## config.mk

```make
export PLATFORM = sky130hd
export DESIGN_NAME = touch_sample_triple_filter_top
export DESIGN_NICKNAME = d
export VERILOG_FILES = /design/src/hw/rtl/tstf_pkg.sv /design/src/hw/rtl/tstf_axis_lane.sv /design/src/hw/rtl/touch_sample_triple_filter_top.sv
export SDC_FILE = /design/constraint.sdc
export NUM_CORES = 2
export LEC_CHECK = 0
export BUFFER_PORTS_ARGS = -buffer_cell sky130_fd_sc_hd__buf_2
export CORE_MARGIN = 8
export CORE_UTILIZATION = 59
export CTS_BUF_LIST = sky130_fd_sc_hd__clkbuf_16
export DETAILED_ROUTE_END_ITERATION = 10
export GPL_ROUTABILITY_DRIVEN = 0
export PLACE_DENSITY = 0.77
export SYNTH_ARGS = -nofsm -noshare
export SYNTH_HDL_FRONTEND = slang
export SYNTH_HIERARCHICAL = 1
export SYNTH_SLANG_ARGS = --single-unit
```

## constraint.sdc

```tcl
create_clock -name clk -period 5.6 [get_ports clk]
set_clock_uncertainty 0.2 [all_clocks]
set_input_delay 0.56 -clock clk [delete_from_list [all_inputs] [get_ports clk]]
set_output_delay 0.56 -clock clk [all_outputs]
set_load 0.02 [all_outputs]
```

## src/hw/rtl/tstf_pkg.sv

```systemverilog
// Shared types and constants for the touch sample triple filter.
package tstf_pkg;

	// Fixed field widths
	localparam int FIELD_W   = 12;
	localparam int POS_W     = 12;
	localparam int THRESH_W  = 12;
	localparam int CFG_DATA_W = 32;
	localparam int CFG_ADDR_W = 3;

	// Touch framing: nine samples as three groups of three
	localparam int GROUP_COUNT   = 3;
	localparam int GROUP_SIZE    = 3;
	localparam int TOUCH_SAMPLES = GROUP_COUNT * GROUP_SIZE;

	localparam logic [THRESH_W-1:0] THRESH_RESET = THRESH_W'(2);

	// Register index carried in paddr[2]
	localparam logic REG_THRESH = 1'b0;

	typedef logic [3:0] count_t;
	typedef logic [1:0] grp_t;

	localparam grp_t GRP_FIRST  = 2'd0;
	localparam grp_t GRP_SECOND = 2'd1;
	localparam grp_t GRP_THIRD  = 2'd2;

	typedef enum logic [1:0] {
		ST_VALID      = 2'd0,
		ST_LIFTED     = 2'd1,
		ST_X_UNSTABLE = 2'd2,
		ST_Y_UNSTABLE = 2'd3
	} status_t;

	// Control sent from the sequencer to each axis lane
	typedef struct packed {
		logic acc_en;   // item accepted, add sample
		logic clear;    // item ends the touch, zero the sums
		grp_t grp;      // group the sample belongs to
		logic ld_s1;
		logic ld_s2;
		logic ld_s3;
		logic ld_s4;
	} pipe_ctrl_t;

endpackage

```

## src/hw/rtl/tstf_axis_lane.sv

```systemverilog
// One axis lane: group accumulation, means, differences, pair choice.
module tstf_axis_lane
	import tstf_pkg::*;
#(
	parameter int SAMPLE_BITS = 12
) (
	input  logic                   clk,
	input  logic                   arst_n,
	input  pipe_ctrl_t             ctrl,
	input  logic [SAMPLE_BITS-1:0] sample,
	input  logic [THRESH_W-1:0]    threshold,
	output logic                   ok_s4,
	output logic [POS_W-1:0]       pos_s4
);

	localparam int SUM_W  = SAMPLE_BITS + 2;
	// floor(v/3) = (v * K) >> S, exact for v < 2**(S-1); S even
	localparam int DIV_S  = ((SUM_W + 1) % 2 == 0) ? SUM_W + 1 : SUM_W + 2;
	localparam int DIV_K  = (2**DIV_S + 2) / 3;
	localparam int PROD_W = SUM_W + DIV_S;
	localparam int CMP_W  = (SAMPLE_BITS > THRESH_W) ? SAMPLE_BITS : THRESH_W;

	logic [SUM_W-1:0]       sums_q  [GROUP_COUNT];
	logic [SUM_W-1:0]       acc_nxt [GROUP_COUNT];
	logic [SUM_W-1:0]       sums_s1 [GROUP_COUNT];
	logic [PROD_W-1:0]      prod    [GROUP_COUNT];
	logic [SAMPLE_BITS-1:0] mean_s2 [GROUP_COUNT];
	logic [SAMPLE_BITS-1:0] mean_s3 [GROUP_COUNT];
	logic [SAMPLE_BITS-1:0] d01_s3, d12_s3, d20_s3;
	logic [SAMPLE_BITS-1:0] pick_a, pick_b;
	logic [SAMPLE_BITS:0]   pair_sum;
	logic [CMP_W-1:0]       thr_ext;
	logic                   unstable;

	// Sum including the current sample for its group
	always_comb begin
		for (int g = 0; g < GROUP_COUNT; g++) begin
			acc_nxt[g] = (ctrl.grp == grp_t'(g)) ? sums_q[g] + SUM_W'(sample) : sums_q[g];
		end
	end

	// Running group sums
	always_ff @(posedge clk or negedge arst_n) begin
		if (!arst_n) begin
			for (int g = 0; g < GROUP_COUNT; g++) sums_q[g] <= '0;
		end else if (ctrl.acc_en) begin
			for (int g = 0; g < GROUP_COUNT; g++) sums_q[g] <= ctrl.clear ? '0 : acc_nxt[g];
		end
	end

	// Stage 1: final sums of the touch
	always_ff @(posedge clk) begin
		if (ctrl.ld_s1) begin
			for (int g = 0; g < GROUP_COUNT; g++) sums_s1[g] <= acc_nxt[g];
		end
	end

	// Divide by three through the reciprocal
	always_comb begin
		for (int g = 0; g < GROUP_COUNT; g++) begin
			prod[g] = PROD_W'(sums_s1[g]) * PROD_W'(DIV_K);
		end
	end

	// Stage 2: group means
	always_ff @(posedge clk) begin
		if (ctrl.ld_s2) begin
			for (int g = 0; g < GROUP_COUNT; g++) mean_s2[g] <= prod[g][DIV_S +: SAMPLE_BITS];
		end
	end

	// Stage 3: absolute differences
	always_ff @(posedge clk) begin
		if (ctrl.ld_s3) begin
			for (int g = 0; g < GROUP_COUNT; g++) mean_s3[g] <= mean_s2[g];
			d01_s3 <= (mean_s2[0] > mean_s2[1]) ? mean_s2[0] - mean_s2[1] : mean_s2[1] - mean_s2[0];
			d12_s3 <= (mean_s2[1] > mean_s2[2]) ? mean_s2[1] - mean_s2[2] : mean_s2[2] - mean_s2[1];
			d20_s3 <= (mean_s2[2] > mean_s2[0]) ? mean_s2[2] - mean_s2[0] : mean_s2[0] - mean_s2[2];
		end
	end

	// Stability check and closest-pair choice
	always_comb begin
		thr_ext  = CMP_W'(threshold);
		unstable = (CMP_W'(d01_s3) > thr_ext) && (CMP_W'(d12_s3) > thr_ext)
			&& (CMP_W'(d20_s3) > thr_ext);
		priority if (d01_s3 < d12_s3) begin
			if (d20_s3 < d01_s3) begin
				pick_a = mean_s3[0];
				pick_b = mean_s3[2];
			end else begin
				pick_a = mean_s3[0];
				pick_b = mean_s3[1];
			end
		end else if (d20_s3 < d12_s3) begin
			pick_a = mean_s3[0];
			pick_b = mean_s3[2];
		end else begin
			pick_a = mean_s3[1];
			pick_b = mean_s3[2];
		end
		pair_sum = {1'b0, pick_a} + {1'b0, pick_b};
	end

	// Stage 4: lane verdict and position
	always_ff @(posedge clk) begin
		if (ctrl.ld_s4) begin
			ok_s4  <= !unstable;
			pos_s4 <= POS_W'(pair_sum[SAMPLE_BITS:1]);
		end
	end

endmodule

```

## src/hw/rtl/touch_sample_triple_filter_top.sv

```systemverilog
// Top level: sample sequencing, X and Y lanes, result merge, output register.
//
//  channel | dir | handshake              | payload
//  s_*     | in  | s_tvalid / s_tready    | tdata x_sample, y_sample; tuser pen_down
//  m_*     | out | m_tvalid / m_tready    | tdata x_pos, y_pos; tuser status
//  apb     | in  | psel & penable, pready | stability_threshold at 0x0
//
// One sample item is taken per cycle while s_tready is high. The item that
// ends a touch (ninth sample or early pen lift) has its sums captured at
// the edge that accepts it, then passes through divide, differences, pair
// choice and the merge into the output register before it shows on m_tvalid.
// Reset clears counter, sums and all stage valids at once and sets the
// threshold to 2. A stalled output backs up the stages one by one; the input
// stalls only when the first stage is held.
module touch_sample_triple_filter_top
	import tstf_pkg::*;
#(
	parameter int SAMPLE_BITS = 12
) (
	input  logic                  clk,
	input  logic                  arst_n,
	// slave stream
	input  logic                  s_tvalid,
	output logic                  s_tready,
	input  logic [23:0]           s_tdata,   // [11:0] x_sample, [23:12] y_sample
	input  logic [0:0]            s_tuser,   // [0] pen_down
	// master stream
	output logic                  m_tvalid,
	input  logic                  m_tready,
	output logic [23:0]           m_tdata,   // [11:0] x_pos, [23:12] y_pos
	output logic [1:0]            m_tuser,   // [1:0] status
	// configuration
	input  logic                  psel,
	input  logic                  penable,
	input  logic                  pwrite,
	input  logic [CFG_ADDR_W-1:0] paddr,
	input  logic [CFG_DATA_W-1:0] pwdata,
	output logic [CFG_DATA_W-1:0] prdata,
	output logic                  pready
);

	logic [THRESH_W-1:0]    thresh_q;
	count_t                 count_q;
	grp_t                   grp;
	logic                   accept, ninth, terminate;
	logic [SAMPLE_BITS-1:0] xs, ys;
	pipe_ctrl_t             ctrl;
	logic                   valid_s1, valid_s2, valid_s3, valid_s4;
	logic                   lifted_s1, lifted_s2, lifted_s3, lifted_s4;
	logic                   out_free, free_s4, free_s3, free_s2;
	logic                   ld_out;
	logic                   x_ok_s4, y_ok_s4;
	logic [POS_W-1:0]       x_pos_s4, y_pos_s4;
	status_t                status;
	logic                   m_tvalid_q;
	logic [23:0]            m_tdata_q;
	logic [1:0]             m_tuser_q;

	// Configuration port
	assign pready = 1'b1;
	assign prdata = (paddr[2] == REG_THRESH) ? CFG_DATA_W'(thresh_q) : '0;

	always_ff @(posedge clk or negedge arst_n) begin
		if (!arst_n) begin
			thresh_q <= THRESH_RESET;
		end else if (psel && penable && pwrite && pready && paddr[2] == REG_THRESH) begin
			thresh_q <= pwdata[THRESH_W-1:0];
		end
	end

	// Stall chain, output back to input
	assign out_free = !m_tvalid_q || m_tready;
	assign ld_out   = valid_s4 && out_free;
	assign free_s4  = !valid_s4 || out_free;
	assign free_s3  = !valid_s3 || free_s4;
	assign free_s2  = !valid_s2 || free_s3;
	assign s_tready = !valid_s1 || free_s2;

	// Sample sequencing
	assign accept    = s_tvalid && s_tready;
	assign ninth     = (count_q == count_t'(TOUCH_SAMPLES - 1));
	assign terminate = ninth || !s_tuser[0];
	assign xs        = SAMPLE_BITS'(s_tdata[FIELD_W-1:0]);
	assign ys        = SAMPLE_BITS'(s_tdata[2*FIELD_W-1:FIELD_W]);

	always_comb begin
		priority if (count_q < count_t'(GROUP_SIZE)) grp = GRP_FIRST;
		else if (count_q < count_t'(2 * GROUP_SIZE)) grp = GRP_SECOND;
		else grp = GRP_THIRD;
	end

	always_ff @(posedge clk or negedge arst_n) begin
		if (!arst_n) begin
			count_q <= '0;
		end else if (accept) begin
			count_q <= terminate ? '0 : count_q + count_t'(1);
		end
	end

	assign ctrl.acc_en = accept;
	assign ctrl.clear  = terminate;
	assign ctrl.grp    = grp;
	assign ctrl.ld_s1  = accept && terminate;
	assign ctrl.ld_s2  = valid_s1 && free_s2;
	assign ctrl.ld_s3  = valid_s2 && free_s3;
	assign ctrl.ld_s4  = valid_s3 && free_s4;

	// Stage valids
	always_ff @(posedge clk or negedge arst_n) begin
		if (!arst_n) begin
			valid_s1 <= 1'b0;
			valid_s2 <= 1'b0;
			valid_s3 <= 1'b0;
			valid_s4 <= 1'b0;
		end else begin
			valid_s1 <= ctrl.ld_s1 || (valid_s1 && !free_s2);
			valid_s2 <= ctrl.ld_s2 || (valid_s2 && !free_s3);
			valid_s3 <= ctrl.ld_s3 || (valid_s3 && !free_s4);
			valid_s4 <= ctrl.ld_s4 || (valid_s4 && !out_free);
		end
	end

	// Early-lift flag rides along with the touch
	always_ff @(posedge clk) begin
		if (ctrl.ld_s1) lifted_s1 <= !ninth;
		if (ctrl.ld_s2) lifted_s2 <= lifted_s1;
		if (ctrl.ld_s3) lifted_s3 <= lifted_s2;
		if (ctrl.ld_s4) lifted_s4 <= lifted_s3;
	end

	// Axis lanes
	tstf_axis_lane #(.SAMPLE_BITS(SAMPLE_BITS)) u_lane_x (
		.clk       (clk),
		.arst_n    (arst_n),
		.ctrl      (ctrl),
		.sample    (xs),
		.threshold (thresh_q),
		.ok_s4     (x_ok_s4),
		.pos_s4    (x_pos_s4)
	);

	tstf_axis_lane #(.SAMPLE_BITS(SAMPLE_BITS)) u_lane_y (
		.clk       (clk),
		.arst_n    (arst_n),
		.ctrl      (ctrl),
		.sample    (ys),
		.threshold (thresh_q),
		.ok_s4     (y_ok_s4),
		.pos_s4    (y_pos_s4)
	);

	// Merge lane verdicts; early lift wins, then X is checked before Y
	always_comb begin
		priority if (lifted_s4) status = ST_LIFTED;
		else if (!x_ok_s4) status = ST_X_UNSTABLE;
		else if (!y_ok_s4) status = ST_Y_UNSTABLE;
		else status = ST_VALID;
	end

	// Output register
	always_ff @(posedge clk or negedge arst_n) begin
		if (!arst_n) begin
			m_tvalid_q <= 1'b0;
		end else if (out_free) begin
			m_tvalid_q <= valid_s4;
		end
	end

	always_ff @(posedge clk) begin
		if (ld_out) begin
			m_tuser_q <= status;
			m_tdata_q <= (status == ST_VALID) ? {y_pos_s4, x_pos_s4} : '0;
		end
	end

	assign m_tvalid = m_tvalid_q;
	assign m_tdata  = m_tdata_q;
	assign m_tuser  = m_tuser_q;

	// Checks
	a_count_range: assert property (@(posedge clk) disable iff (!arst_n)
		count_q < count_t'(TOUCH_SAMPLES))
		else $error("sample counter out of range");

	a_touch_restart: assert property (@(posedge clk) disable iff (!arst_n)
		(accept && terminate) |=> (count_q == '0))
		else $error("counter not cleared after touch end");

	a_reject_zero: assert property (@(posedge clk) disable iff (!arst_n)
		(m_tvalid && m_tuser != ST_VALID) |-> (m_tdata == '0))
		else $error("rejected touch carries a position");

	a_no_overwrite: assert property (@(posedge clk) disable iff (!arst_n)
		(valid_s1 && !free_s2) |-> !s_tready)
		else $error("first stage overwritten while held");

endmodule
```

==> flow_summary.toml <==
[floorplan]
core_region_area_um2 = 81800
num_io_pins = 128
die_w_um = 303
die_area_um2 = 91900
std_cell_rows = 105
die_h_um = 303
start_util = 0.594

[global_route]
antenna_found_initial = 4
grt_usage = 0.240
grt_pass1_wl_um = 179000
grt_pass1_vias = 35100
overflow = 0
grt_max_degree = 86

[synthesis]
synth_commonest_cells = "920 x inv_1, 906 x ha_1, 356 x edfxtp_1, 356 x fa_1, 204 x a21oi_1"
yosysMostFrequentCell = "inv_1"
yosys.area.top_type_share = 0.233
async_reset_ff_frac = 0.228
synth_edf_count = 356
ys_ff_latch = 461
synth_cell_types = 109
synth_seq_area_share = 0.274
synthesis.area_um2 = 48600
synth.avg_cell_area_um2 = 10.4
synth_area_leaders = "ha_1 23%, edfxtp_1 22%, fa_1 15%"
synth-warning-count = 6
synth_flop_cell = "edfxtp_1"
netlist.top_cell.by_area = "ha_1"
synthCells = 4657

[drt]
vias_per_cell = 5.75
wl_per_cell_um = 19.1
ant_nets = 0
routed-wl-met3_um = 6980
top_layer_used = "met5"
drc = 0
wl_met2_um = 54400
drt-met1-wl_um = 50900
dr.pass1.iters = 5
drt_wl_total_um = 117000
vias = 35100
first_iter_violations = 2438

[clocking]
cts_sinks = 461
htree_num_levels = 2
clock_latency_ns = 0.63
cts-root-buf = "clkbuf_16"
cts_tree = "done"
clock_path_buffers = 3
clk_pin_slew_ns = 0.06
cts_made_buffers = 52

[critical_path]
critPathRequiredTime_ns = 5.77
critPathMaxStageDelay_ns = 0.54
path_cells = "ha_4 -> ha_4 -> inv_2 -> fa_1 -> inv_1 -> fa_1 -> fa_1 -> inv_1 -> fa_1 -> inv_2 -> ha_4 -> a211o_1 -> a21oi_2 -> o2111ai_2 -> o2111a_1 -> o31a_1 -> o211ai_1 -> nand3b_1 -> or3_4 -> a31oi_4 -> xnor2_1"
critPathSlowestCell = "fa_1"
rr_worst_depth = 21
cp-startpoint = "u_lane_y/sums_s1[0][33]"
rr_endpoint = "u_lane_y/mean_s2[0][35]"
endpoint_kind = "flop"
worstPathMaxFanout = 2
worstSetupStartpointType = "flop"
critPathTopFamily = "adder cells"
crit_buf_inv = 4
crit_arrival_ns = 6.06
crit_type = "reg -> reg"
cp_common_cell = "fa_1"
crit_cells = 21
critical_path.endpoint = "u_lane_y/mean_s2[0][35]"
reg2reg_slack_ns = -0.29
worstReg2RegStart = "u_lane_y/sums_s1[0][33]"

[cells_and_area]
nNetsFinal = 6316
postLayoutCoreUtil = 0.672
areaGrowthSynthToFinish_pct = 13.1
stdcell_count = 6102
drive_gt1_frac = 0.140
stdcell_area_um2 = 55000

[status]
violations = "setup timing"
status = "complete, but fails checks"

[hold_path]
hold_path.class = "in -> reg"

[sta]
hold_viol = 0
finalCriticalPeriod_ns = 5.89
setup_viol = 14
rsz0062_at_grt = "yes"
max_slew_margin = 0.278
fmax_mhz = 170
holdWs_ns = 0.0410
worst_slack_ns = -0.289
tightest_slew_ns = 1.08
drv_slew = 0
fin_crit_sh = 1.05

[placement]
io_buffers = 84
dp.cells = 5928
dpl.hpwl_um = 90400
dpl_cell_area_um2 = 51500

[run]
cap_violations = 0
[per-stage QoR]
step	setup WS (ns)	TNS, ns
4_1_cts	-0.283	-1.17
6_report	-0.289	-2.22
2_1_floorplan	-0.127	-0.165
3_3_place_gp	-0.274	-1.14
3_5_place_dp	-0.348	-3.13
5_1_grt	-0.446	-5.56
[flip-flops by register name, indices dropped and copies added, names as in the netlist, 24 cells and up]
signal and count:
m_tdata 24, u_lane_x/mean_s2 36, u_lane_x/mean_s3 36, u_lane_x/sums_q 42, u_lane_x/sums_s1 42, u_lane_y/mean_s2 36
u_lane_y/mean_s3 36, u_lane_y/sums_q 42, u_lane_y/sums_s1 42
[worst reg2reg max path: cells and delay by family, from the launching register on]
| family | cells | cell delay [ns] |
|---|---|---|
| DFF | 1 | 0.44 |
| AOI/OAI and AO/OA | 7 | 1.48 |
| adders and majority gates | 7 | 2.75 |
| xor gates and xnor gates | 1 | 0.07 |
| buffers and inverters | 4 | 0.21 |
| and+or+nand+nor | 2 | 0.50 |
[layout make-up]
class                      count  area [µm²]
clock inverter                45         470
sequential                   461       13300
clock buffer                  52        1300
multi-input combinational   3204       32600
fill                        5897       26800
antenna                        2        5.00
tap                         1070        1340
timing repair buffer         346        2510
inverter                     922        3460
[metal layers]
layer	vias to the layer above	global-route usage
met5	-	0
met4	4	0.0777
met2	1098	0.392
li1	16600	-
met1	17100	0.331
met3	293	0.0336
[layout by cell type (no fill, tap or decap), types with 12 or more instances in the layout]
master         count
a211oi_1          32
ha_4              61
nor3_1            44
a31oi_1           12
mux2i_1           62
mux2_2            74
o31ai_1           23
nor2b_1           58
nand4_1           41
nand3_1           50
buf_6             23
a21oi_1          197
o21bai_1          37
inv_2             26
or3_1             15
a22o_1            59
and2_1            34
a21o_1           136
clkbuf_16         52
xor2_1            66
o21ai_0          139
o211ai_1          18
and3_1            28
ha_1             835
o21ai_1           19
edfxtp_1         356
buf_2             83
nand2b_1          39
fa_1             351
inv_1            902
nor2_1           130
xnor2_1          147
dfrtp_1          104
conb_1            21
buf_4            227
nand2_1          181
dlygate4sd3_1     13
a211o_1           12
o21a_1            25
[kinds of logic after synthesis]
family	share of synthesized area
flip-flops	0.274
adder cells (fa/ha/maj)	0.380
buffers and inverters	0.0804
other	0.000154
XOR/XNOR	0.0385
multiplexers	0.0328
AND/OR/NAND/NOR	0.0734
AO/OA/AOI/OAI	0.121
[repair_timing]
action,4_1_cts,5_1_grt
buffers inserted,30,39
gates resized for setup,40,150
pin swaps,49,138
endpoints found under the setup margin,24,47
endpoints found under the hold margin,29,0
hold buffers,13,0
[worst min-delay path by stage]
stage	from	endpoint	slack, ns	cells after the start
after global placement	lifted_s2	lifted_s3	0.21	0
final	m_tready	m_tvalid	0.04	3
after floorplan	arst_n	count_q[0]	0.06	0
after detailed placement	lifted_s2	lifted_s3	0.20	0
after global routing	m_tready	m_tvalid	0.02	3
after CTS	m_tready	m_tvalid	0.006	3
Power is not shown: default switching activity piles up to over one toggle a cycle in this logic, so the estimate is an artifact.
